<file path="src/design/owm_pkg.sv">
package owm_pkg;

   // Field widths
   localparam int CFG_WIDTH     = 10;
   localparam int OP_WIDTH      = 2;
   localparam int BYTE_WIDTH    = 8;
   localparam int BIT_IDX_WIDTH = 3;
   localparam int PHASE_WIDTH   = 3;
   localparam int CSR_IDX_WIDTH = 4;
   localparam int REQ_DATA_W    = 16;
   localparam int RSP_DATA_W    = 16;

   // Operation codes carried in req_tuser
   localparam logic [OP_WIDTH-1:0] OP_TICK  = 2'd0;
   localparam logic [OP_WIDTH-1:0] OP_RESET = 2'd1;
   localparam logic [OP_WIDTH-1:0] OP_WRITE = 2'd2;
   localparam logic [OP_WIDTH-1:0] OP_READ  = 2'd3;

   // Sequencer phases
   localparam logic [PHASE_WIDTH-1:0] PH_IDLE       = 3'd0;
   localparam logic [PHASE_WIDTH-1:0] PH_RST_LOW    = 3'd1;
   localparam logic [PHASE_WIDTH-1:0] PH_RST_WAIT   = 3'd2;
   localparam logic [PHASE_WIDTH-1:0] PH_RST_TAIL   = 3'd3;
   localparam logic [PHASE_WIDTH-1:0] PH_SLOT_START = 3'd4;
   localparam logic [PHASE_WIDTH-1:0] PH_SLOT_MID   = 3'd5;
   localparam logic [PHASE_WIDTH-1:0] PH_READ_TAIL  = 3'd6;
   localparam logic [PHASE_WIDTH-1:0] PH_RECOVER    = 3'd7;

   // Register indexes
   localparam logic [CSR_IDX_WIDTH-1:0] REG_RESET_LOW     = 4'd0;
   localparam logic [CSR_IDX_WIDTH-1:0] REG_PRESENCE_WAIT = 4'd1;
   localparam logic [CSR_IDX_WIDTH-1:0] REG_RESET_TAIL    = 4'd2;
   localparam logic [CSR_IDX_WIDTH-1:0] REG_WRITE_START   = 4'd3;
   localparam logic [CSR_IDX_WIDTH-1:0] REG_WRITE_HOLD    = 4'd4;
   localparam logic [CSR_IDX_WIDTH-1:0] REG_READ_START    = 4'd5;
   localparam logic [CSR_IDX_WIDTH-1:0] REG_READ_SAMPLE   = 4'd6;
   localparam logic [CSR_IDX_WIDTH-1:0] REG_READ_TAIL     = 4'd7;

   // Register reset values
   localparam logic [CFG_WIDTH-1:0] RST_RESET_LOW     = 10'd500;
   localparam logic [CFG_WIDTH-1:0] RST_PRESENCE_WAIT = 10'd70;
   localparam logic [CFG_WIDTH-1:0] RST_RESET_TAIL    = 10'd500;
   localparam logic [CFG_WIDTH-1:0] RST_WRITE_START   = 10'd10;
   localparam logic [CFG_WIDTH-1:0] RST_WRITE_HOLD    = 10'd50;
   localparam logic [CFG_WIDTH-1:0] RST_READ_START    = 10'd5;
   localparam logic [CFG_WIDTH-1:0] RST_READ_SAMPLE   = 10'd5;
   localparam logic [CFG_WIDTH-1:0] RST_READ_TAIL     = 10'd50;

   typedef logic [CFG_WIDTH-1:0] cfg_word_type;

   typedef struct packed {
      cfg_word_type reset_low;
      cfg_word_type presence_wait;
      cfg_word_type reset_tail;
      cfg_word_type write_start;
      cfg_word_type write_hold;
      cfg_word_type read_start;
      cfg_word_type read_sample;
      cfg_word_type read_tail;
   } cfg_type;

   // One result transaction
   typedef struct packed {
      logic                  rejected;
      logic [BYTE_WIDTH-1:0] rx_byte;
      logic                  presence_level;
      logic                  done_res;
      logic                  busy_res;
      logic                  line_low;
   } result_type;

endpackage

</file>
<file path="src/design/owm_csr.sv">
module owm_csr (
   input  logic                               clock,
   input  logic                               reset,
   input  logic                               csr_we,
   input  logic [owm_pkg::CSR_IDX_WIDTH-1:0]  csr_index,
   input  logic [owm_pkg::CFG_WIDTH-1:0]      csr_wdata,
   output owm_pkg::cfg_type                   cfg
);
   import owm_pkg::*;

   cfg_type cfg_ff;
   cfg_type cfg_in;

   // Register write decode; indexes past the list are dropped
   always_comb begin
      cfg_in = cfg_ff;
      if (csr_we) begin
         unique case (csr_index)
            REG_RESET_LOW:     cfg_in.reset_low     = csr_wdata;
            REG_PRESENCE_WAIT: cfg_in.presence_wait = csr_wdata;
            REG_RESET_TAIL:    cfg_in.reset_tail    = csr_wdata;
            REG_WRITE_START:   cfg_in.write_start   = csr_wdata;
            REG_WRITE_HOLD:    cfg_in.write_hold    = csr_wdata;
            REG_READ_START:    cfg_in.read_start    = csr_wdata;
            REG_READ_SAMPLE:   cfg_in.read_sample   = csr_wdata;
            REG_READ_TAIL:     cfg_in.read_tail     = csr_wdata;
            default:           cfg_in = cfg_ff;
         endcase
      end
   end

   always_ff @(posedge clock) begin
      if (reset) begin
         cfg_ff.reset_low     <= RST_RESET_LOW;
         cfg_ff.presence_wait <= RST_PRESENCE_WAIT;
         cfg_ff.reset_tail    <= RST_RESET_TAIL;
         cfg_ff.write_start   <= RST_WRITE_START;
         cfg_ff.write_hold    <= RST_WRITE_HOLD;
         cfg_ff.read_start    <= RST_READ_START;
         cfg_ff.read_sample   <= RST_READ_SAMPLE;
         cfg_ff.read_tail     <= RST_READ_TAIL;
      end else begin
         cfg_ff <= cfg_in;
      end
   end

   assign cfg = cfg_ff;

endmodule

</file>
<file path="src/design/owm_seq.sv">
module owm_seq #(
   parameter int COUNT_WIDTH = 10
) (
   input  logic                              clock,
   input  logic                              reset,
   input  logic                              item_valid,
   input  logic [owm_pkg::OP_WIDTH-1:0]      op,
   input  logic [owm_pkg::BYTE_WIDTH-1:0]    tx_byte,
   input  logic                              bus_level,
   input  owm_pkg::cfg_type                  cfg,
   output owm_pkg::result_type               result
);
   import owm_pkg::*;

   localparam int LenWidth = (COUNT_WIDTH > CFG_WIDTH) ? COUNT_WIDTH : CFG_WIDTH;
   localparam logic [LenWidth-1:0] CntMax = LenWidth'((1 << COUNT_WIDTH) - 1);

   logic [PHASE_WIDTH-1:0]   phase_ff, phase_in;
   logic [COUNT_WIDTH-1:0]   tick_ff, tick_in;
   logic [BIT_IDX_WIDTH-1:0] bit_ff, bit_in;
   logic [BYTE_WIDTH-1:0]    shift_ff, shift_in;
   logic [OP_WIDTH-1:0]      kind_ff, kind_in;
   logic                     pres_ff, pres_in;
   logic [BYTE_WIDTH-1:0]    rx_ff, rx_in;

   cfg_word_type             len_raw;
   logic [LenWidth-1:0]      len_wide;
   logic [LenWidth-1:0]      len_sat;
   logic [COUNT_WIDTH-1:0]   len_cut;
   logic [COUNT_WIDTH-1:0]   phase_len;
   logic [COUNT_WIDTH-1:0]   cnt_inc;
   logic                     done;
   logic                     rej;
   logic                     is_write;

   assign is_write = (kind_ff == OP_WRITE);

   // Length of the current phase from the timing registers
   always_comb begin
      unique case (phase_ff)
         PH_RST_LOW:    len_raw = cfg.reset_low;
         PH_RST_WAIT:   len_raw = cfg.presence_wait;
         PH_RST_TAIL:   len_raw = cfg.reset_tail;
         PH_SLOT_START: len_raw = is_write ? cfg.write_start : cfg.read_start;
         PH_SLOT_MID:   len_raw = is_write ? cfg.write_hold : cfg.read_sample;
         PH_READ_TAIL:  len_raw = cfg.read_tail;
         default:       len_raw = CFG_WIDTH'(1);
      endcase
   end

   // Saturate to the counter range, zero counts as one
   always_comb begin
      len_wide  = LenWidth'(len_raw);
      len_sat   = (len_wide > CntMax) ? CntMax : len_wide;
      len_cut   = len_sat[COUNT_WIDTH-1:0];
      phase_len = (len_cut == '0) ? COUNT_WIDTH'(1) : len_cut;
   end

   assign cnt_inc = tick_ff + COUNT_WIDTH'(1);

   // Next state for one transaction
   always_comb begin
      phase_in = phase_ff;
      tick_in  = tick_ff;
      bit_in   = bit_ff;
      shift_in = shift_ff;
      kind_in  = kind_ff;
      pres_in  = pres_ff;
      rx_in    = rx_ff;
      done     = 1'b0;
      rej      = 1'b0;
      if (item_valid) begin
         if (op != OP_TICK) begin
            if (phase_ff != PH_IDLE) begin
               rej = 1'b1;
            end else begin
               tick_in = '0;
               bit_in  = '0;
               kind_in = op;
               if (op == OP_RESET) begin
                  phase_in = PH_RST_LOW;
               end else begin
                  shift_in = (op == OP_WRITE) ? tx_byte : '0;
                  phase_in = PH_SLOT_START;
               end
            end
         end else if (phase_ff != PH_IDLE) begin
            tick_in = cnt_inc;
            if (cnt_inc >= phase_len) begin
               tick_in = '0;
               unique case (phase_ff)
                  PH_RST_LOW:    phase_in = PH_RST_WAIT;
                  PH_RST_WAIT: begin
                     pres_in  = bus_level;
                     phase_in = PH_RST_TAIL;
                  end
                  PH_RST_TAIL: begin
                     phase_in = PH_IDLE;
                     done     = 1'b1;
                  end
                  PH_SLOT_START: phase_in = PH_SLOT_MID;
                  PH_SLOT_MID: begin
                     if (is_write) begin
                        phase_in = PH_RECOVER;
                     end else begin
                        shift_in = shift_ff | (BYTE_WIDTH'(bus_level) << bit_ff);
                        phase_in = PH_READ_TAIL;
                     end
                  end
                  PH_READ_TAIL:  phase_in = PH_RECOVER;
                  PH_RECOVER: begin
                     if (bit_ff == BIT_IDX_WIDTH'(BYTE_WIDTH - 1)) begin
                        if (kind_ff == OP_READ) begin
                           rx_in = shift_ff;
                        end
                        phase_in = PH_IDLE;
                        done     = 1'b1;
                     end else begin
                        bit_in   = bit_ff + BIT_IDX_WIDTH'(1);
                        phase_in = PH_SLOT_START;
                     end
                  end
                  default:       phase_in = phase_ff;
               endcase
            end
         end
      end
   end

   // Result reflects the state left by this transaction
   always_comb begin
      result.rejected       = rej;
      result.rx_byte        = rx_in;
      result.presence_level = pres_in;
      result.done_res       = done;
      result.busy_res       = (phase_in != PH_IDLE);
      result.line_low       = (phase_in == PH_RST_LOW) || (phase_in == PH_SLOT_START) ||
                              ((phase_in == PH_SLOT_MID) && (kind_in == OP_WRITE) &&
                               !shift_in[bit_in]);
   end

   always_ff @(posedge clock) begin
      if (reset) begin
         phase_ff <= PH_IDLE;
         tick_ff  <= '0;
         bit_ff   <= '0;
         shift_ff <= '0;
         kind_ff  <= '0;
         pres_ff  <= 1'b1;
         rx_ff    <= '0;
      end else begin
         phase_ff <= phase_in;
         tick_ff  <= tick_in;
         bit_ff   <= bit_in;
         shift_ff <= shift_in;
         kind_ff  <= kind_in;
         pres_ff  <= pres_in;
         rx_ff    <= rx_in;
      end
   end

`ifndef SYNTHESIS
   // A command refused while busy leaves the sequencer untouched
   assert property (@(posedge clock) disable iff (reset)
      (item_valid && (op != OP_TICK) && (phase_ff != PH_IDLE))
      |=> ($stable(phase_ff) && $stable(tick_ff) && $stable(bit_ff)))
      else $error("rejected command changed sequencer state");

   // Completion always lands in idle
   assert property (@(posedge clock) disable iff (reset)
      (item_valid && result.done_res) |=> (phase_ff == PH_IDLE))
      else $error("done without returning to idle");

   // The slot timer is clear whenever idle
   assert property (@(posedge clock) disable iff (reset)
      (phase_ff == PH_IDLE) |-> (tick_ff == '0))
      else $error("timer not clear in idle");
`endif

endmodule

</file>
<file path="src/design/owm_out.sv">
module owm_out (
   input  logic                  clock,
   input  logic                  reset,
   input  logic                  push,
   input  owm_pkg::result_type   push_data,
   output logic                  push_ready,
   output logic                  pop_valid,
   input  logic                  pop_ready,
   output owm_pkg::result_type   pop_data
);
   import owm_pkg::*;

   logic       main_valid_ff, main_valid_in;
   logic       skid_valid_ff, skid_valid_in;
   result_type main_ff, main_in;
   result_type skid_ff, skid_in;
   logic       pop;

   assign pop        = main_valid_ff && pop_ready;
   assign push_ready = !skid_valid_ff;
   assign pop_valid  = main_valid_ff;
   assign pop_data   = main_ff;

   // Main register feeds the port; skid catches a transaction during a stall
   always_comb begin
      main_valid_in = main_valid_ff;
      skid_valid_in = skid_valid_ff;
      main_in       = main_ff;
      skid_in       = skid_ff;
      if (!main_valid_ff || pop) begin
         if (skid_valid_ff) begin
            main_in       = skid_ff;
            main_valid_in = 1'b1;
            skid_valid_in = 1'b0;
         end else begin
            main_in       = push_data;
            main_valid_in = push;
         end
      end else if (push) begin
         skid_in       = push_data;
         skid_valid_in = 1'b1;
      end
   end

   always_ff @(posedge clock) begin
      if (reset) begin
         main_valid_ff <= 1'b0;
         skid_valid_ff <= 1'b0;
      end else begin
         main_valid_ff <= main_valid_in;
         skid_valid_ff <= skid_valid_in;
      end
      main_ff <= main_in;
      skid_ff <= skid_in;
   end

`ifndef SYNTHESIS
   // Skid entry is only ever occupied behind a full main register
   assert property (@(posedge clock) disable iff (reset)
      skid_valid_ff |-> main_valid_ff)
      else $error("skid holds data with main register empty");
`endif

endmodule

</file>
<file path="src/design/one_wire_bus_master.sv">
// Channel  Direction  Handshake              Contents
// req      in         req_tvalid/req_tready  tuser op, tdata tx_byte and bus_level
// rsp      out        rsp_tvalid/rsp_tready  tdata line level and status, one per req
// csr      in         csr_we                 index and 10-bit timing value
//
// One req transaction per clock while req_tready is high; its rsp transaction appears
// in the cycle after acceptance unless older rsp transactions wait in the buffer.
// The sequencer state and output stage are single registers, so the rate is set by
// the output buffer alone: two entries, req_tready drops only when both are full.
// reset is synchronous; timing registers return to their default tick counts.
// Nothing to clear after reset; the block accepts transactions once reset is released.
module one_wire_bus_master #(
   parameter int COUNT_WIDTH = 10
) (
   input  logic                                clock,
   input  logic                                reset,
   input  logic                                req_tvalid,
   output logic                                req_tready,
   input  logic [owm_pkg::REQ_DATA_W-1:0]      req_tdata,  // tx_byte[7:0], bus_level[8]
   input  logic [owm_pkg::OP_WIDTH-1:0]        req_tuser,  // op[1:0]
   output logic                                rsp_tvalid,
   input  logic                                rsp_tready,
   // line_low[0], busy_res[1], done_res[2], presence_level[3], rx_byte[11:4],
   // rejected[12]
   output logic [owm_pkg::RSP_DATA_W-1:0]      rsp_tdata,
   input  logic                                csr_we,
   input  logic [owm_pkg::CSR_IDX_WIDTH-1:0]   csr_index,
   input  logic [owm_pkg::CFG_WIDTH-1:0]       csr_wdata
);
   import owm_pkg::*;

   cfg_type    cfg;
   result_type result;
   result_type rsp_result;
   logic       accept;

   assign accept = req_tvalid && req_tready;

   owm_csr u_csr (
      .clock     (clock),
      .reset     (reset),
      .csr_we    (csr_we),
      .csr_index (csr_index),
      .csr_wdata (csr_wdata),
      .cfg       (cfg)
   );

   owm_seq #(
      .COUNT_WIDTH (COUNT_WIDTH)
   ) u_seq (
      .clock      (clock),
      .reset      (reset),
      .item_valid (accept),
      .op         (req_tuser),
      .tx_byte    (req_tdata[BYTE_WIDTH-1:0]),
      .bus_level  (req_tdata[BYTE_WIDTH]),
      .cfg        (cfg),
      .result     (result)
   );

   owm_out u_out (
      .clock      (clock),
      .reset      (reset),
      .push       (accept),
      .push_data  (result),
      .push_ready (req_tready),
      .pop_valid  (rsp_tvalid),
      .pop_ready  (rsp_tready),
      .pop_data   (rsp_result)
   );

   // Pack the result, last field lowest
   assign rsp_tdata = RSP_DATA_W'(rsp_result);

endmodule
</file>
<file path="config.mk">
export PLATFORM = sky130hd
export DESIGN_NAME = one_wire_bus_master
export DESIGN_NICKNAME = d
export VERILOG_FILES = /design/src/design/owm_pkg.sv /design/src/design/owm_csr.sv /design/src/design/owm_seq.sv /design/src/design/owm_out.sv /design/src/design/one_wire_bus_master.sv
export SDC_FILE = /design/constraint.sdc
export NUM_CORES = 1
export LEC_CHECK = 0
export BUFFER_PORTS_ARGS = -buffer_cell sky130_fd_sc_hd__buf_2
export CORE_MARGIN = 5
export CORE_UTILIZATION = 60
export DETAILED_ROUTE_END_ITERATION = 10
export PLACE_DENSITY_LB_ADDON = 0.2
export SYNTH_ARGS = -nofsm -noshare
export SYNTH_HDL_FRONTEND = slang
export SYNTH_SLANG_ARGS = --single-unit
</file>
<file path="constraint.sdc">
create_clock -name clock -period 11.5 [get_ports clock]
set_clock_uncertainty 0.05 [all_clocks]
set_input_delay 2.3 -clock clock [delete_from_list [all_inputs] [get_ports clock]]
set_output_delay 2.3 -clock clock [all_outputs]
set_load 0.005 [all_outputs]
</file>
* Yosys cells after proc, flatten, opt, wreduce, memory -nomap -nowiden
Index checks and enable logic that the tools add are counted.
** Word-level totals
- Bits of input ports :: 37
- Register bits after elaboration :: 143
** Operators by class
- $lt $le $gt $ge :: 3
- Reduce and logical (&&, ||, !) cells :: 27
- Shifts and indexed selects :: 1
- Bitwise operators :: 2
- Add/sub/neg operators :: 2
- Equal/unequal tests :: 24
- Mux-type cells :: 62
** Operators by type and width (count)
- $mux W8 :: 16
- $mux W10 :: 8
- $pmux W10 S6 :: 1
- $mux W3 :: 14
- $eq A3 B3 Y1 const B :: 7
- $pmux W3 S7 :: 1
- $reduce_and A2 Y1 :: 9
- $eq A4 B3 Y1 const B :: 4
- $mux W1 :: 16
- $mux W13 :: 1
- $add A10 B1 Y10 const B :: 1
- $ge A10 B10 Y1 :: 1
- $gt A10 B10 Y1 const B :: 1
- $logic_not A10 Y1 :: 1
- $eq A2 B2 Y1 const B :: 4
- $eq A4 B2 Y1 const B :: 2
- $or A8 B8 Y8 :: 1
- $shl A1 B3 Y8 :: 1
- $eq A3 B1 Y1 const B :: 2
- $eq A3 B2 Y1 const B :: 2
- $mux W2 :: 3
- $reduce_bool A3 Y1 :: 2
- $eq A4 B1 Y1 const B :: 1
- $logic_and A1 B1 Y1 :: 4
- 13 further kinds :: 18

* Depth between registers and ports, before layout
Gate-level depths: netlist of run 1.
- Depth in word-level cells :: 18
- Depth in mapped cells :: 21
- Gate-level depth less buffers :: 18

* By module
A second synthesis of run 1 with hierarchy kept.
** Unflattened totals
- Cells, all modules :: 717
- Area total of the unflattened synthesis :: 7205.7 um^2
** By module, submodules not included
- owm_csr :: area each 3159.3 um^2, instances 1, cells an instance 291
- owm_seq :: area each 2954.1 um^2, instances 1, cells an instance 371
- owm_out :: area each 1059.8 um^2, instances 1, cells an instance 50
- one_wire_bus_master :: area each 32.5 um^2, instances 1, cells an instance 5

* Least setup slack after synthesis of run 1
No wires, ideal clock.
- Kind :: register to register
- From :: reg u_seq.kind_ff[0]
- To :: reg u_out.main_ff, in the netlist u_out.pop_data[0], data pin
- Library setup time :: 263 ps
- Data required time :: 11187 ps
- Cell stages (with the launch flop) :: 20
- Period minus slack after synthesis :: 4369 ps
- Data arrival time :: 4056 ps
- Path slack :: 7131 ps
- Path through :: dfxtp_1 nand2b_1 clkbuf_1 buf_1 mux2i_1 o22ai_1 a311oi_1 nand4_1 o31ai_1 ha_1 nand2b_1 a211oi_1 nor3_2 or2_1 buf_6 a311o_1 o311a_2 o21a_1 o21ai_0 o31ai_2
** Between the ends
- Word-level cells in the longest chain between the ends :: 18
** Ends and longest elaborated chain
- start, declared :: RTL line owm_seq.sv:22 : logic [OP_WIDTH-1:0] kind_ff, kind_in;
- start signal, assigned :: RTL line owm_seq.sv:156 : kind_ff <= kind_in;
- $eq A2 B2 Y1 :: RTL line owm_seq.sv:36 : assign is_write = (kind_ff == OP_WRITE);
- $mux W10, on equally long branches :: RTL line owm_seq.sv:45, owm_seq.sv:44
- $pmux W10 S6 :: RTL line owm_seq.sv:40 : unique case (phase_ff)
- $gt A10 B10 Y1 :: RTL line owm_seq.sv:54 : len_sat = (len_wide > CntMax) ? CntMax : len_wide;
- $mux W10 :: RTL line owm_seq.sv:54
- $logic_not A10 Y1 :: RTL line owm_seq.sv:56 : phase_len = (len_cut == '0) ? COUNT_WIDTH'(1) : len_cut;
- $mux W10 :: RTL line owm_seq.sv:56
- $ge A10 B10 Y1 :: RTL line owm_seq.sv:89 : if (cnt_inc >= phase_len) begin
- [... 2 more ...]
- $mux W8 or $mux W3 (tied branches) :: RTL line owm_seq.sv:73 : if (op != OP_TICK) begin
- $mux W8 or $mux W3 (tied branches) :: RTL line owm_seq.sv:72 : if (item_valid) begin
- $bmux W1 S3 :: RTL line owm_seq.sv:139 : !shift_in[bit_in]);
- $mux W1 (not written as such) :: RTL line owm_seq.sv:139
- $logic_not A1 Y1 :: RTL line owm_seq.sv:139
- $logic_and A1 B1 Y1 :: RTL line owm_seq.sv:138 : ((phase_in == PH_SLOT_MID) && (kind_in == OP_WRITE) &&
- $logic_or A1 B1 Y1 (*) :: RTL line owm_seq.sv:137 : result.line_low = (phase_in == PH_RST_LOW) || (phase_in == PH_SLOT_START) ||
- $mux W13 (*) :: RTL line owm_out.sv:31 : if (skid_valid_ff) begin
- end signal, assigned :: RTL line owm_out.sv:53 : main_ff <= main_in;
- end, declared :: RTL line owm_out.sv:15 : result_type main_ff, main_in;
Every way passes the cells marked *; elsewhere a longest branch is shown, timed or not. The select of a mux whose other input is x is not followed.
A chain may end at the register's enable or synchronous reset.

* Worst setup path in the final report of run 1
- From :: reg u_seq.phase_ff[1]
- To :: reg u_out.main_ff, in the netlist u_out.pop_data[0], data pin
** Between the ends
- Word-level cells in the longest chain between the ends :: 17
** Ends and longest elaborated chain
- start, declared :: RTL line owm_seq.sv:18 : logic [PHASE_WIDTH-1:0] phase_ff, phase_in;
- start signal, assigned :: RTL line owm_seq.sv:152 : phase_ff <= phase_in;
- $eq A3 B3 Y1, or another cell as far along :: RTL line owm_seq.sv:40, owm_seq.sv:91
- $pmux W10 S6 :: RTL line owm_seq.sv:40
- $gt A10 B10 Y1 :: RTL line owm_seq.sv:54
- $mux W10 :: RTL line owm_seq.sv:54
- $logic_not A10 Y1 :: RTL line owm_seq.sv:56
- $mux W10 :: RTL line owm_seq.sv:56
- $ge A10 B10 Y1 :: RTL line owm_seq.sv:89
- $mux W8 or $mux W3 (tied branches) :: RTL line owm_seq.sv:89
- $mux W8 or $mux W3 (tied branches) :: RTL line owm_seq.sv:87 : end else if (phase_ff != PH_IDLE) begin
- $mux W8 or $mux W3 (tied branches) :: RTL line owm_seq.sv:73
- $mux W8 or $mux W3 (tied branches) :: RTL line owm_seq.sv:72
- $bmux W1 S3 :: RTL line owm_seq.sv:139
- $mux W1 (not written as such) :: RTL line owm_seq.sv:139
- $logic_not A1 Y1 :: RTL line owm_seq.sv:139
- $logic_and A1 B1 Y1 :: RTL line owm_seq.sv:138
- $logic_or A1 B1 Y1 (*) :: RTL line owm_seq.sv:137
- $mux W13 (*) :: RTL line owm_out.sv:31
Marks and branches as above.

==> flow_metrics.env, run 1 <==
export IMPL_finalHoldViolCount=0
export IMPL_globalplace_congestion=0.8667
export IMPL_worst_reg2reg_path_endpoint="u_out.pop_data[0]"
export IMPL_fin_tns_setup_ns=0
export IMPL_synth_top_cell_by_area="dfxtp_1"
export IMPL_worst_pin_slew_ns=1.200
export IMPL_gr_util_all_layers_pct=26.15
export IMPL_detailedPlacementHpwl_um=11250
export IMPL_finalNetCount=818
export IMPL_groute_layer_met3_usage_pct=6.992
export IMPL_maxCapViolCount=0
export IMPL_largest_family_of_logic_cells_by_synthesized_area="simple AND/OR/NAND/NOR gates"
export IMPL_critical_path_required_ns=11.62
export IMPL_run_status="finished, final reports clean"
export IMPL_initial_antenna_violation_count=0
export IMPL_setup_ws_ns=5.750
export IMPL_mappedNetlistArea_mm2=0.006875
export IMPL_floorplan_die_area_mm2=0.01370
export IMPL_p_sw_share_pct=26.71
export IMPL_die_width_um=117.0
export IMPL_cts_hold_buffers_added=0
export IMPL_min_period_ns=5.750
export IMPL_worst_hold_path_num_cells=2
export IMPL_synthDominantCellAreaShare_pct=34.07
export IMPL_worstHoldEndpoint="u_csr.cfg[47]"
export IMPL_floorplan_core_area_mm2=0.01132
export IMPL_antennaDiodeCount=0
export IMPL_min_period_over_period_pct=50.00
export IMPL_effective_utilization_at_floorplan_pct=60.73
export IMPL_asyncSetResetFlopFracSynth_pct=0
export IMPL_num_rows=39
export IMPL_ctsRootBufferMaster="clkbuf_16"
export IMPL_total_switching_power_mw=0.3144
export IMPL_static_leakage_power_nw=3.220
export IMPL_layout_cells_most_common_list="nand2_1, dfxtp_1, nor2_1, mux2i_1, a21oi_1"
export IMPL_path_class="reg2reg"
export IMPL_ys_flop_type="dfxtp_1"
export IMPL_first_pass_iters=6
export IMPL_crit_fanout=17
export IMPL_clockPowerShare_pct=44.5
export IMPL_route_detailed_wl_per_inst_um=18.62
export IMPL_floorplan_die_height_um=117.0
export IMPL_synth_compound_area_share_pct=13.70
export IMPL_post_cts_repair_setup_buffers=0
export IMPL_synth_edf_count=26
export IMPL_fillerInstances=904
export IMPL_final_max_slew_viol_count=0
export IMPL_global_route_overflow_total=0
export IMPL_post_synth_cell_area_avg_um2=9.155
export IMPL_route_vias_total=5631
export IMPL_slew_headroom_pct=19.93
export IMPL_xor_xnor_share_of_the_synthesized_area_pct=1.019
export IMPL_detail_route_drc_violations=0
export IMPL_synth_seq_cells=143
export IMPL_area_delta_synth_final_pct=11.39
export IMPL_synthAdderAreaFrac_pct=3.094
export IMPL_synth_area_top_cells="dfxtp_1, edfxtp_1, mux2i_1, nand2_1, nor2_1"
export IMPL_r2r_start="u_seq.phase_ff[1]"
export IMPL_synth_simple_gate_area_share_pct=18.47
export IMPL_grt_start_max_net_pins=81
export IMPL_layout_drive_gt1_share_pct=15.44
export IMPL_clock_tree_from_tritoncts="built"
export IMPL_cts_buffers=17
export IMPL_synthMuxAreaShare_pct=13.94
export IMPL_pwr_share_seq_pct=44.9
export IMPL_total_of_buffers_placed_on_input_and_output_ports=44
export IMPL_drt_initial_drc_count=504
export IMPL_grt_first_pass_wirelength_um=27470
export IMPL_busiest_layer="met2"
export IMPL_register_to_register_path_depth=18
export IMPL_cts_resized_gates=0
export IMPL_worst_setup_path_start_kind="flop"
export IMPL_internal_power_mw=0.8625
export IMPL_setup_repair_after_global_routing_missed_its_margin="no"
export IMPL_via_density_per_instance=6.121
export IMPL_postRouteAntennaNets=0
export IMPL_fmax_mhz=173.9
export IMPL_critical_path_endpoint_type="flop"
export IMPL_worstHoldStart="u_csr.cfg[47]"
export IMPL_synth_warnings=0
export IMPL_dp_worst_setup_slack_ns=6.049
export IMPL_synth_seq_area_share_pct=45.42
export IMPL_path_clk_slew_ns=0.06
export IMPL_use_met2_pct=42.55
export IMPL_i_o_pin_total=55
export IMPL_combPwrFrac_pct=10.6
export IMPL_post_synth_inst_count=751
export IMPL_hold_path_class="reg2reg"
export IMPL_wirelength_um=17130
export IMPL_grt_use_met1_pct=32.74
export IMPL_clk_latency_ns=0.43
export IMPL_critical_path_arrival_ns=5.87
export IMPL_clock_sinks=143
export IMPL_reg2reg_setup_slack_ns=5.75
export IMPL_power_density_mw_per_mm2=153.7
export IMPL_cts_htree_levels=4
export IMPL_setup_viol=0
export IMPL_final_common_cell="nand2_1"
export IMPL_first_global_vias=5468
export IMPL_synth_distinct_cells=66
export IMPL_clockBufferDepth=2
export IMPL_power_ir_vdd_worst_mv=0.1156
## worst max path at each step
stage                     slack [ns]                end  cells past startpoint         startpoint
after CTS                       5.95  u_out.pop_data[0]                     18  u_seq.phase_ff[1]
final                           5.75  u_out.pop_data[0]                     18  u_seq.phase_ff[1]
after detailed placement        6.05  u_out.pop_data[0]                     18  u_seq.phase_ff[1]
after global routing            5.48  u_out.pop_data[0]                     18  u_seq.phase_ff[1]
after floorplan                 7.13  u_out.pop_data[0]                     19   u_seq.kind_ff[0]
after global placement          6.10  u_out.pop_data[0]                     18  u_seq.phase_ff[1]
## cell type report
cell class | count | area (um^2) | area share (%)
clock buffer | 17 | 425.4 | 5.555
clock inverter | 15 | 135.1 | 1.764
inverter | 11 | 41.29 | 0.5391
multi-input combinational | 539 | 3475 | 45.37
sequential | 143 | 3123 | 40.78
tap | 143 | 178.9 | 2.336
timing repair buffer | 52 | 280.3 | 3.660
## power by group through the flow
| stage | Sequential (mW) | Clock [mW] | Combinational [mW] |
|---|---|---|---|
| 4_1_cts | 0.528 | 0.527 | 0.123 |
| 2_1_floorplan | 0.538 | 0 | 0.0929 |
| 5_1_grt | 0.529 | 0.551 | 0.138 |
| 3_5_place_dp | 0.539 | 0 | 0.122 |
| 3_3_place_gp | 0.538 | 0 | 0.118 |
| 6_report | 0.528 | 0.524 | 0.125 |
## metal layers
metal  wire [um]  part of all wire [%]
met1        7291                    43
met2        8118                    47
met3        1169                   6.8
met4         548                   3.2
met5           0                     0
## flip-flops by register name, summed over array words and instances, names as in the netlist
name                 flops
u_seq.rx_ff              8
u_seq.kind_ff            2
u_seq.tick_ff           10
u_out.skid_ff           13
u_out.pop_data          13
u_seq.shift_ff           8
u_out.skid_valid_ff      1
u_out.pop_valid          1
u_seq.phase_ff           3
u_seq.pres_ff            1
u_csr.cfg               80
u_seq.bit_ff             3
## critical path, cell delays in order, from the launching register on
cell      delay (ns)
dfxtp_1         0.39
inv_1           0.10
ha_1            0.48
nand2_1         0.52
o22ai_1         0.18
a311oi_1        0.79
nand4_1         0.17
o31ai_1         0.30
ha_1            0.27
nand2b_1        0.14
a211oi_1        0.28
nor3_2          0.09
nor2_2          0.37
o21ai_0         0.36
a211o_1         0.36
mux2i_1         0.20
o311ai_2        0.14
a31oi_2         0.20
o31ai_2         0.09
## stage by stage
stage,util [%],hold WS [ns],cell area [um^2],power [mW],std cells
6_report,67.65,0.4035,7659,1.177,920
5_1_grt,67.65,0.4169,7659,1.218,920
4_1_cts,67.65,0.4047,7659,1.179,920
3_5_place_dp,62.70,0.3963,7098,0.6615,888
3_3_place_gp,62.70,0.3909,7098,0.6568,888
2_1_floorplan,-,0.3857,6883,0.6308,753
## logic make-up (layout without fill, tap and decap cells)
group,count (synthesis),after routing
other,1,3
DFF,143,143
AOI/OAI and AO/OA,132,132
muxes,93,93
buffers and inverters,71,95
xor gates and xnor gates,8,8
and+or+nand+nor,286,286
adders and majority gates,17,17
## synthesized netlist by cell type, drive strengths merged (7+ instances only)
| cell | number |
|---|---|
| a21oi | 45 |
| a222oi | 12 |
| a22oi | 10 |
| a311oi | 7 |
| and2 | 10 |
| buf | 13 |
| clkbuf | 47 |
| dfxtp | 117 |
| edfxtp | 26 |
| ha | 17 |
| inv | 11 |
| mux2 | 22 |
| mux2i | 71 |
| nand2 | 124 |
| nand2b | 8 |
| nand3 | 24 |
| nor2 | 80 |
| nor3 | 11 |
| o21ai | 11 |
| o22ai | 8 |
No activity file was read; power rests on OpenSTA's default activity.
==> run 2, diff against run 1 <==
Settings changed: CORE_UTILIZATION 60 to 54.
Clock period 11.5 ns to 5.2 ns, I/O delays scaled along.
==> run 2 against run 1 <==
Effect of this change: flip-flop and latch count stayed put; hold slack better by 0.0018 ns; die area rose by 10%; first-iteration DRC count up 18%; utilization is 3.6 points lower; total power up 130%; routed wire length is 4.3% higher; cell area is 5.1% higher; sequential share of layout area down 2.0 points; highest routed layer unchanged.
==> flow_metrics.env, run 2 (synthesized netlist as in run 1, its figures left out) <==
export IMPL_run_status="finished, final reports clean"
export IMPL_final_common_cell="nand2_1"
export IMPL_clk_latency_ns=0.43
export IMPL_finalHoldViolCount=0
export IMPL_worst_setup_path_start_kind="flop"
export IMPL_floorplan_die_area_mm2=0.01509
export IMPL_grt_start_max_net_pins=80
export IMPL_grt_first_pass_wirelength_um=29000
export IMPL_register_to_register_path_depth=20
export IMPL_floorplan_core_area_mm2=0.01257
export IMPL_effective_utilization_at_floorplan_pct=54.70
export IMPL_via_density_per_instance=5.865
export IMPL_timing_critical_path_buf_inv=3
export IMPL_die_width_um=122.8
export IMPL_fmax_mhz=207.3
export IMPL_detailedPlacementHpwl_um=12210
export IMPL_setup_repair_after_global_routing_missed_its_margin="no"
export IMPL_antennaDiodeCount=0
export IMPL_first_global_vias=5677
export IMPL_gr_util_all_layers_pct=24.86
export IMPL_drt_initial_drc_count=594
export IMPL_cts_hold_buffers_added=0
export IMPL_finalNetCount=853
export IMPL_power_ir_vdd_worst_mv=0.2025
export IMPL_layout_cells_most_common_list="nand2_1, dfxtp_1, nor2_1, mux2i_1, a21oi_1"
export IMPL_postRouteAntennaNets=0
export IMPL_flip_flop_count_of_the_largest_register_after_layout=80
export IMPL_critical_path_required_ns=5.40
export IMPL_num_rows=41
export IMPL_cts_resized_gates=0
export IMPL_critical_path_max_stage_delay_ns=0.51
export IMPL_static_leakage_power_nw=3.392
export IMPL_cts_htree_levels=4
export IMPL_clock_tree_from_tritoncts="built"
export IMPL_wirelength_um=17870
export IMPL_detail_route_drc_violations=0
export IMPL_i_o_pin_total=55
export IMPL_route_vias_total=5771
export IMPL_first_pass_iters=5
export IMPL_cts_buffers=17
export IMPL_critical_path_endpoint_type="flop"
export IMPL_area_delta_synth_final_pct=17.12
export IMPL_slew_headroom_pct=19.27
export IMPL_critical_path_cell_chain="inv_1 -> ha_1 -> buf_12 -> a222oi_1 -> nor2_1 -> a311oi_1 -> nand3_1 -> o31ai_2 -> ha_1 -> nand2b_1 -> a211oi_1 -> nor3_2 -> or2_1 -> buf_4 -> a211oi_2 -> nor2_1 -> mux2_2 -> o21ai_1 -> a31oi_2 -> o31ai_2"
export IMPL_cpLargestDelayFamily="compound AO/OA/AOI/OAI gates"
export IMPL_critical_path_arrival_ns=5.03
export IMPL_layout_drive_gt1_share_pct=19.70
export IMPL_final_max_slew_viol_count=0
export IMPL_path_clk_slew_ns=0.06
export IMPL_clock_sinks=143
export IMPL_cp_slowest_cell="a311oi_1"
export IMPL_post_layout_total_power_mw=2.722
export IMPL_fin_worst_hold_slack_ns=0.4053
export IMPL_floorplan_die_height_um=122.8
export IMPL_clockBufferDepth=2
export IMPL_global_route_overflow_total=0
export IMPL_hold_path_class="reg2reg"
export IMPL_fin_tns_setup_ns=0
export IMPL_setup_viol=0
export IMPL_crit_fanout=13
export IMPL_ctsRootBufferMaster="clkbuf_16"
export IMPL_worst_hold_path_num_cells=2
export IMPL_cp_num_cells=20
export IMPL_maxCapViolCount=0
export IMPL_min_period_over_period_pct=92.77
export IMPL_total_of_buffers_placed_on_input_and_output_ports=44
export IMPL_path_class="reg2reg"
export IMPL_power_density_mw_per_mm2=338.1
export IMPL_min_period_ns=4.824
export IMPL_initial_antenna_violation_count=0
export IMPL_post_cts_repair_setup_buffers=0
export IMPL_worst_pin_slew_ns=1.210
export IMPL_route_detailed_wl_per_inst_um=18.16
export IMPL_globalplace_congestion=0.8675
[run 2: routing by layer]
metal  part of all wire [%]  vias up  GRT usage (%)  routed length [um]
met4                    3.3        0          13.23                 594
met2                     46      222          39.53                8287
li1                       -     2762              -                   -
met1                     43     2749          31.57                7652
met3                    7.5       38          5.438                1332
met5                      0        -              0                   0
[run 2: worst reg2reg max path: stages, from the launching register on]
cell and delay, ns:
dfxtp_1 0.40, inv_1 0.10, ha_1 0.29, buf_12 0.20
a222oi_1 0.27, nor2_1 0.07, a311oi_1 0.51, nand3_1 0.18
o31ai_2 0.29, ha_1 0.28, nand2b_1 0.14, a211oi_1 0.28
nor3_2 0.11, or2_1 0.29, buf_4 0.16, a211oi_2 0.17
nor2_1 0.08, mux2_2 0.26, o21ai_1 0.14, a31oi_2 0.13
o31ai_2 0.25
[run 2: layout make-up]
cell class | count | area, um^2
fillers | 1047 | 4516
multi-input cells | 539 | 3511
flip-flops and latches | 143 | 3123
repair buffers | 87 | 568.0
clock buffers | 18 | 429.2
well taps | 172 | 215.2
clock inverters | 14 | 165.2
inverters | 11 | 41.29
[run 2: path summary, 6_finish.rpt]
path,from,end,slack (ns)
worst max-delay path,u_seq.phase_ff[1],u_out.pop_data[0],0.38
worst min register to register,u_csr.cfg[38],u_csr.cfg[38],0.41
worst max register to register,u_seq.phase_ff[1],u_out.pop_data[0],0.38
worst min-delay path,u_csr.cfg[38],u_csr.cfg[38],0.41
[run 2: through the flow]
| stage | std cells | setup WS (ns) | utilization [%] | instance area [um^2] |
|---|---|---|---|---|
| floorplan | 753 | 0.8310 | - | 6883 |
| global placement | 952 | 0.3924 | 59.05 | 7422 |
| detailed placement | 952 | 0.2864 | 59.05 | 7422 |
| CTS | 984 | 0.2247 | 63.78 | 8016 |
| global route | 984 | 0.008489 | 64.07 | 8053 |
| finish | 984 | 0.3759 | 64.07 | 8053 |
[run 2: report_power, final]
part	internal [mW]	total [mW]	leakage [nW]	switching [mW]
clock	0.752	1.23	0.282	0.477
sequential	1.16	1.17	1.20	0.0154
combinational	0.124	0.321	1.91	0.197
total	2.03	2.72	3.39	0.690
==> run 3, diff against run 2 <==
Settings changed: CORE_ASPECT_RATIO from default to 1.25, CORE_UTILIZATION 54 to 60, GPL_TIMING_DRIVEN from default to 0.
Clock period 5.2 ns to 4.8 ns, I/O delays scaled along.
==> run 3 against run 2 <==
Effect of this change: final cell count shrank 3.2%; total power grew 6.2%; clock power grew 3%; first-iteration DRC count shrank 7.2%; critical path type unchanged.
==> flow_metrics.env, run 3 (synthesized netlist as in run 1, its figures left out) <==
export IMPL_clock_sinks=143
export IMPL_floorplan_die_area_mm2=0.01371
export IMPL_worst_setup_path_start_kind="flop"
export IMPL_first_pass_iters=9
export IMPL_flip_flop_count_of_the_largest_register_after_layout=80
export IMPL_path_clk_slew_ns=0.06
export IMPL_post_layout_total_power_mw=2.892
export IMPL_cpLargestDelayFamily="compound AO/OA/AOI/OAI gates"
export IMPL_dp_worst_setup_slack_ns=-0.7056
export IMPL_power_density_mw_per_mm2=362.8
export IMPL_area_delta_synth_final_pct=15.96
export IMPL_clk_latency_ns=0.42
export IMPL_stdcell_area_mm2=0.007973
export IMPL_power_ir_vdd_worst_mv=0.2198
export IMPL_final_max_slew_viol_count=0
export IMPL_path_class="reg2reg"
export IMPL_critical_path_endpoint_type="flop"
export IMPL_ctsRootBufferMaster="clkbuf_16"
export IMPL_globalplace_congestion=0.9341
export IMPL_postRouteAntennaNets=0
export IMPL_slew_headroom_pct=9.723
export IMPL_placed_cell_area_mm2=0.007207
export IMPL_clockBufferDepth=2
export IMPL_detail_route_drc_violations=0
export IMPL_num_rows=43
export IMPL_cts_buffers=17
export IMPL_grt_start_max_net_pins=17
export IMPL_hold_path_class="reg2reg"
export IMPL_critical_path_arrival_ns=4.73
export IMPL_setup_ws_ns=0.1801
export IMPL_critical_path_required_ns=4.92
export IMPL_setup_repair_after_global_routing_missed_its_margin="no"
export IMPL_die_width_um=105.7
export IMPL_worst_pin_slew_ns=1.349
export IMPL_fmax_mhz=216.5
export IMPL_total_of_buffers_placed_on_input_and_output_ports=31
export IMPL_route_vias_total=5971
export IMPL_static_leakage_power_nw=3.295
export IMPL_first_global_vias=5977
export IMPL_layout_cells_most_common_list="nand2_1, dfxtp_1, nor2_1, mux2i_1, a21oi_1"
export IMPL_clock_tree_from_tritoncts="built"
export IMPL_cts_htree_levels=4
export IMPL_floorplan_core_area_mm2=0.01119
export IMPL_min_period_ns=4.620
export IMPL_critical_path_cell_chain="inv_1 -> ha_4 -> buf_2 -> a222oi_1 -> nor2b_1 -> o22ai_1 -> a21oi_1 -> o31ai_2 -> ha_1 -> nand2b_1 -> a211oi_2 -> nor3_2 -> nor2_2 -> buf_4 -> or3_4 -> a211o_1 -> mux2i_2 -> o311ai_2 -> a31oi_2 -> o31ai_2"
export IMPL_detailedPlacementHpwl_um=13350
export IMPL_route_detailed_wl_per_inst_um=20.22
export IMPL_via_density_per_instance=6.265
export IMPL_final_common_cell="nand2_1"
export IMPL_final_seq_area_mm2=0.003128
export IMPL_cp_slowest_cell="a222oi_1"
export IMPL_finalHoldViolCount=0
export IMPL_effective_utilization_at_floorplan_pct=61.44
export IMPL_i_o_pin_total=55
export IMPL_floorplan_die_height_um=129.7
export IMPL_gr_util_all_layers_pct=28.59
export IMPL_grt_first_pass_wirelength_um=30350
export IMPL_multi_input_comb_area_mm2=0.003588
export IMPL_setup_viol=0
export IMPL_critical_path_max_stage_delay_ns=0.43
export IMPL_timing_critical_path_buf_inv=3
export IMPL_worst_path_most_repeated_cell="o31ai_2"
export IMPL_global_route_overflow_total=0
export IMPL_initial_antenna_violation_count=0
export IMPL_crit_fanout=10
export IMPL_layout_drive_gt1_share_pct=17.24
export IMPL_utilization_pct=71.24
export IMPL_maxCapViolCount=0
export IMPL_run_status="finished, final reports clean"
export IMPL_finalNetCount=859
export IMPL_fillerInstances=873
export IMPL_drt_initial_drc_count=551
export IMPL_antennaDiodeCount=0
export IMPL_wirelength_um=19270
export IMPL_min_period_over_period_pct=96.25
-- run 3: changes by cell type in the layout (fill, tap and decap cells not counted), sizes merged --
| cell | delta |
|---|---|
| buf | -36 |
| clkinvlp | -1 |
| inv | +1 |
| bufinv | -3 |
| clkbuf | +47 |
| clkinv | -2 |
-- run 3: power by group --
part           internal, mW  total [mW]  switching [mW]  leakage [nW]
sequential             1.25        1.27          0.0174          1.22
clock                 0.755        1.27           0.519         0.281
combinational         0.127       0.350           0.223          1.79
total                  2.13        2.89           0.760          3.29
-- run 3: worst paths after layout --
kind,depth (start not counted),slack (ns),start,to
worst min register to register,2,0.41,u_csr.cfg[39],u_csr.cfg[39]
worst min-delay path,2,0.41,u_csr.cfg[39],u_csr.cfg[39]
worst max-delay path,20,0.18,u_seq.phase_ff[0],u_out.pop_data[0]
worst max register to register,20,0.18,u_seq.phase_ff[0],u_out.pop_data[0]
-- run 3: tightest hold or removal path, stage by stage, from the launching register on --
cell and delay (ns):
dfxtp_1 0.31, nand2_1 0.05, a21oi_1 0.05
-- run 3: area by class of cell --
class / instances / share of cell area, %
Clock buffer: 23 / 6.403
Clock inverter: 9 / 0.8788
Buffer: 58 / 3.515
Multi-Input combinational cell: 539 / 45.01
Sequential cell: 143 / 39.23
Inverter: 11 / 0.5179
Tap cell: 135 / 2.119
Timing Repair Buffer: 35 / 2.323
-- run 3: layer usage --
metal | share of wire [%] | global-route usage [%] | vias up
met3 | 5.8 | 5.580 | 75
met1 | 37 | 29.98 | 2849
li1 | - | - | 2781
met2 | 51 | 53.04 | 266
met5 | 0 | 0 | -
met4 | 5.7 | 16.92 | 0
-- run 3: what timing repair did --
item	in CTS	in global routing
endpoints found under the setup margin	46	30
resized for setup	25	31
pin swaps	1	6
hold buffers	0	0
setup buffers	2	2
-- run 3: metrics by stage --
step | cells | setup TNS (ns) | hold WS [ns]
floorplan | 753 | 0 | 0.3857
global placement | 919 | -7.173 | 0.3919
detailed placement | 919 | -8.804 | 0.3992
CTS | 951 | 0 | 0.4068
global route | 953 | 0 | 0.4260
finish | 953 | 0 | 0.4086
